File: src/sv/sgbf_pkg.sv
// ----------------------------------------------------------------------------
// sgbf_pkg
// Shared constants, command and state types of the band filter.
// ----------------------------------------------------------------------------
package sgbf_pkg;

  localparam int unsigned CHANNELS    = 16;
  localparam int unsigned CH_W        = 4;
  localparam int unsigned SAMPLE_BITS = 24;
  localparam int unsigned KNOB_W      = 17;
  localparam int unsigned CV_W        = 17;
  localparam int unsigned TGT_W       = 17;
  localparam int unsigned LAST_W      = 27;
  localparam int unsigned ACC_W       = 62;
  localparam int unsigned MUL_A_W     = 34;
  localparam int unsigned MUL_B_W     = 28;
  localparam int unsigned REM_W       = 46;
  localparam int unsigned MEM_DEPTH   = 96;
  localparam int unsigned MEM_AW      = 7;
  localparam int unsigned PADDR_W     = 3;

  localparam logic [KNOB_W-1:0] LP_KNOB_RST = 17'd65536;
  localparam logic [KNOB_W-1:0] HP_KNOB_RST = 17'd0;
  localparam logic [KNOB_W-1:0] COEF_ONE    = 17'd65536;
  localparam logic [LAST_W-1:0] LAST_RST    = 27'(1000 * 65536);
  localparam logic [LAST_W-1:0] DEN_OFS     = 27'(301 * 65536);

  localparam logic signed [22:0] CLAMP_LO5 = 23'sd3275;
  localparam logic signed [22:0] CLAMP_HI5 = 23'sd324405;
  localparam logic [MUL_B_W-1:0] RECIP5    = 28'd838861;
  localparam logic [4:0]         DIV_TOP   = 5'd16;

  localparam logic REG_LP = 1'b0;
  localparam logic REG_HP = 1'b1;

  typedef enum logic [4:0] {
    OP_NONE, OP_LOAD, OP_RECIP, OP_SQUARE, OP_TGT, OP_MAG, OP_DIV_INIT, OP_DIV,
    OP_AMT, OP_GEAR, OP_RD, OP_HP_M1, OP_HP_M2, OP_HP_FIN, OP_LP_M1, OP_LP_M2,
    OP_LP_FIN, OP_OUT
  } op_e;

  typedef enum logic [4:0] {
    ST_IDLE, ST_RECIP, ST_SQUARE, ST_TGT, ST_MAG, ST_DIV_INIT, ST_DIV, ST_AMT,
    ST_GEAR, ST_RD, ST_HP_M1, ST_HP_M2, ST_HP_FIN, ST_LP_M1, ST_LP_M2,
    ST_LP_FIN, ST_OUT
  } state_e;

  typedef struct packed {
    op_e        op;
    logic       side;
    logic [1:0] stage;
    logic [4:0] bit_idx;
  } cmd_t;

endpackage

File: src/sv/sgbf_ctrl.sv
// ----------------------------------------------------------------------------
// sgbf_ctrl
// Sequencer: steps the shared datapath through one sample.
// ----------------------------------------------------------------------------
module sgbf_ctrl (
  input  logic          clk_i,
  input  logic          rst_ni,
  input  logic          in_valid_i,
  input  logic          out_free_i,
  output logic          in_ready_o,
  output sgbf_pkg::cmd_t cmd_o
);
  import sgbf_pkg::*;

  state_e     state_q, state_d;
  logic       side_q, side_d;
  logic [1:0] stage_q, stage_d;
  logic [4:0] bit_q, bit_d;

  always_ff @(posedge clk_i or negedge rst_ni) begin
    if (!rst_ni) begin
      state_q <= ST_IDLE;
      side_q  <= 1'b0;
      stage_q <= 2'd0;
      bit_q   <= 5'd0;
    end else begin
      state_q <= state_d;
      side_q  <= side_d;
      stage_q <= stage_d;
      bit_q   <= bit_d;
    end
  end

  always_comb begin
    state_d = state_q;
    side_d  = side_q;
    stage_d = stage_q;
    bit_d   = bit_q;
    case (state_q)
      ST_IDLE: begin
        if (in_valid_i) begin
          state_d = ST_RECIP;
          side_d  = 1'b0;
        end
      end
      ST_RECIP:    state_d = ST_SQUARE;
      ST_SQUARE:   state_d = ST_TGT;
      ST_TGT:      state_d = ST_MAG;
      ST_MAG:      state_d = ST_DIV_INIT;
      ST_DIV_INIT: begin
        state_d = ST_DIV;
        bit_d   = DIV_TOP;
      end
      ST_DIV: begin
        if (bit_q == 5'd0) state_d = ST_AMT;
        else bit_d = bit_q - 5'd1;
      end
      ST_AMT: begin
        if (side_q) begin
          state_d = ST_GEAR;
        end else begin
          side_d  = 1'b1;
          state_d = ST_RECIP;
        end
      end
      ST_GEAR: begin
        state_d = ST_RD;
        stage_d = 2'd0;
      end
      ST_RD:     state_d = ST_HP_M1;
      ST_HP_M1:  state_d = ST_HP_M2;
      ST_HP_M2:  state_d = ST_HP_FIN;
      ST_HP_FIN: state_d = ST_LP_M1;
      ST_LP_M1:  state_d = ST_LP_M2;
      ST_LP_M2:  state_d = ST_LP_FIN;
      ST_LP_FIN: begin
        if (stage_q == 2'd2) begin
          state_d = ST_OUT;
        end else begin
          stage_d = stage_q + 2'd1;
          state_d = ST_RD;
        end
      end
      ST_OUT: begin
        if (out_free_i) state_d = ST_IDLE;
      end
      default: state_d = ST_IDLE;
    endcase
  end

  always_comb begin
    cmd_o.side    = side_q;
    cmd_o.stage   = stage_q;
    cmd_o.bit_idx = bit_q;
    in_ready_o    = (state_q == ST_IDLE);
    case (state_q)
      ST_IDLE:     cmd_o.op = in_valid_i ? OP_LOAD : OP_NONE;
      ST_RECIP:    cmd_o.op = OP_RECIP;
      ST_SQUARE:   cmd_o.op = OP_SQUARE;
      ST_TGT:      cmd_o.op = OP_TGT;
      ST_MAG:      cmd_o.op = OP_MAG;
      ST_DIV_INIT: cmd_o.op = OP_DIV_INIT;
      ST_DIV:      cmd_o.op = OP_DIV;
      ST_AMT:      cmd_o.op = OP_AMT;
      ST_GEAR:     cmd_o.op = OP_GEAR;
      ST_RD:       cmd_o.op = OP_RD;
      ST_HP_M1:    cmd_o.op = OP_HP_M1;
      ST_HP_M2:    cmd_o.op = OP_HP_M2;
      ST_HP_FIN:   cmd_o.op = OP_HP_FIN;
      ST_LP_M1:    cmd_o.op = OP_LP_M1;
      ST_LP_M2:    cmd_o.op = OP_LP_M2;
      ST_LP_FIN:   cmd_o.op = OP_LP_FIN;
      ST_OUT:      cmd_o.op = out_free_i ? OP_OUT : OP_NONE;
      default:     cmd_o.op = OP_NONE;
    endcase
  end

endmodule

File: config.mk
export PLATFORM = sky130hd
export DESIGN_NAME = sgbf_ctrl
export DESIGN_NICKNAME = d
export VERILOG_FILES = /design/src/sv/sgbf_pkg.sv /design/src/sv/sgbf_ctrl.sv
export SDC_FILE = /design/constraint.sdc
export NUM_CORES = 1
export LEC_CHECK = 0
export BUFFER_PORTS_ARGS = -buffer_cell sky130_fd_sc_hd__buf_2
export CAP_MARGIN = 20
export CORE_MARGIN = 10
export CORE_UTILIZATION = 38
export DETAILED_ROUTE_END_ITERATION = 8
export MAX_ROUTING_LAYER = met4
export SYNTH_ARGS = -nofsm -noshare
export SYNTH_HDL_FRONTEND = slang
export SYNTH_SLANG_ARGS = --single-unit
File: constraint.sdc
create_clock -name clk_i -period 1.7 [get_ports clk_i]
set_input_delay 0.17 -clock clk_i [delete_from_list [all_inputs] [get_ports clk_i]]
set_output_delay 0.17 -clock clk_i [all_outputs]
set_load 0.01 [all_outputs]
==> out/qor.txt <==
Status -> complete, no violations
GR Util All Layers -> 0.104
Combinational share of power -> 0.597
Syn Std Cell Area -> 840 sq um
H-tree levels -> 1
Cell area power density -> 1920 mW/mm^2
Slew Viols, Final -> 0
Crit path from -> state_q[2]
Synth area leader -> dfrtp_1
Grt ovf -> 0
Sw Ratio -> 0.452
FMAX -> 600 MHz
Startpoint Class -> flip-flop
Routed len/inst -> 13.9 microns
Leakage -> 0.502 nW
CTS tree -> built
Clock Power Share -> 0.093
Routed WL -> 2050 microns
Synth Area in Simple Gates -> 0.300
Pin count of the biggest net entering global routing -> 14
CTS Root Buffer Type -> clkbuf_4
Die span in y -> 67.0 microns
Mean Syn Cell Area -> 8.93 sq um
CTS sink cnt -> 13
Synth Flop Type -> dfrtp_1
Yosys warns -> 0
Layout cell share with drive strength beyond 1 -> 0.380
DR vias -> 762
Vias per cell -> 5.15
Psw -> 931 uW
Syn Inst Count -> 94
Area of the die -> 0.00449 sq mm
RSZ-0062 raised after global routing -> true
IO Port Bufs -> 17
Num CTS Buffers -> 3
Number of DRC markers in iteration 0 -> 31
Ranking of synthesized cells by area -> dfrtp_1 39%, nor2_1 5.4%, a21oi_1 3.6%
Hold Vio Cnt, Final -> 0
Hold_sp -> out_free_i
Post-synthesis mux area share -> 0.0253
Hold_ws -> 180 ps
Final period utilization -> 0.980
Fin util -> 0.529
Internal power -> 1.13 mW
Post-synth top area share -> 0.387
Clk_skew -> 2.47 ps
Clock transition at the registers of the reported paths -> 80 ps
Area grow syn2layout -> 27.4%
Fin area -> 0.00107 sq mm
DP HPWL -> 1520 microns
Worst hold path class -> in -> reg
Worst-Margin Slew -> 313 ps
Fin crit period -> 1670 ps
Clk buf depth -> 2
Layout net count -> 128
WS Path Type -> reg -> out
Vias in the first global route -> 780
Max VDD drop -> 1120 uV
Clk Latency, worst-skew pair -> 270 ps
Worst Path Arrival -> 1500 ps
Max-cap violations -> 0
TritonRoute pass-1 iters -> 4
Initial antenna violation count -> 0
Seq/Total Area, Yosys -> 0.387
RD Place Congestion -> 0.815
Final ANT Viol Nets -> 0
Compound-gate portion of the synthesized area -> 0.152
Placed instance area -> 971 sq um
Die extent in x -> 67.0 microns
Seq cells post-synth -> 13
DRC viols -> 0
Setup violators final -> 0
Worst slew margin -> 0.791
Post-synth cell types -> 39
Global-route wire length before repair -> 3660 microns
EDFF count, synth -> 0
Ys async rst share -> 1.00
Largest family of logic cells by synthesized area -> simple AND/OR/NAND/NOR gates
Row cnt -> 16
Crit Path Max Fanout -> 6
Initial core utilization -> 0.415
Synth Area in Adders -> 0.0298
Post-Synth XOR/XNOR Area -> 0.0313
I/O pins -> 18
Crit. End Element -> primary output
Sequential Power Share -> 0.310
R2r startpoint -> bit_q[0]
Core footprint -> 0.00202 sq mm
Layout fillers -> 217
Syn nets -> 100
CP required -> 1530 ps
Antenna diode count -> 0
power groups by stage:
stage | combinational (mW) | clock, mW | sequential, mW
2_1_floorplan | 0.810 | 0 | 0.577
3_3_place_gp | 1.10 | 0 | 0.639
3_5_place_dp | 1.11 | 0 | 0.647
4_1_cts | 1.19 | 0.201 | 0.637
5_1_grt | 1.38 | 0.214 | 0.673
6_report | 1.23 | 0.192 | 0.638
worst max-delay path, stage by stage, from the launching register on:
cell and delay (ps):
dfrtp_2 450, or4_4 550, nor2_4 110, buf_6 110
synth_stat cells (4+ instances only):
cell type	count
dfrtp_1	13
nor2_1	12
nand2_1	7
a21oi_1	6
inv_1	6
buf_2	5
nand3_1	4
cells in the final DEF, fill, tap and decap left out, types with 2 or more instances in the layout:
master / count
o21ai_0: 2
nand4_1: 2
a21oi_1: 6
dfrtp_1: 10
buf_4: 12
and2b_1: 2
o21ai_1: 2
nor2b_1: 2
inv_1: 5
nand3_1: 3
dfrtp_2: 3
nor4_2: 2
xor2_1: 2
nand2_1: 6
buf_2: 16
clkbuf_4: 3
nor2_1: 12
ha_1: 2
registers in the layout, indices dropped and copies added (netlist names):
name	count
stage_q	2
side_q	1
bit_q	5
state_q	5
final cells by class:
class                   instances  area, sq um  share of cell area
multi-input cells              68          465               0.435
flip-flops and latches         13          329               0.308
repair buffers                 30          191               0.179
well taps                      27         33.8              0.0316
clock buffers                   3         22.5              0.0211
inverters                       6         22.5              0.0211
clock inverters                 1         5.00             0.00468
stage by stage:
| step | power (mW) | worst slack [ps] | TNS (ps) | instances |
|---|---|---|---|---|
| floorplan | 1.39 | 230 | 0 | 94 |
| global placement | 1.74 | 147 | 0 | 138 |
| detailed placement | 1.76 | 123 | 0 | 138 |
| CTS | 2.03 | 4.80 | 0 | 147 |
| global route | 2.26 | -31.1 | -66.5 | 148 |
| finish | 2.06 | 33.8 | 0 | 148 |
cells by family (layout without fill, tap and decap cells):
logic type,Yosys count,in the layout
flops,13,13
mux,2,2
xor+xnor,3,3
buf+inv,13,40
compound gates,19,19
simple gates,42,42
fa+ha+maj,2,2
final timing paths:
path | depth (start not counted) | slack (ps) | to
max | 3 | 30 | in_ready_o
min | 4 | 180 | state_q[4]
max reg2reg | 6 | 160 | bit_q[0]
min reg2reg | 1 | 500 | stage_q[0]
max in group asynchronous | 2 | 1130 | state_q[2]
min in group asynchronous | 2 | 310 | bit_q[2]
layer usage:
metal	up-vias	share of wire	global-route usage
met1	362	0.49	0.131
li1	385	-	-
met2	13	0.46	0.154
met4	0	0.0093	0.0385
met3	2	0.041	0.0284
met5	-	0	-
timing repair:
item | CTS | global route
endpoints found under the setup margin | 4 | 5
setup buffers | 4 | 1
resized for setup | 4 | 4
endpoints found under the hold margin | 13 | 0
hold buffers | 1 | 0
pin swaps | 1 | 2
Power figures use the tool's default switching activity.
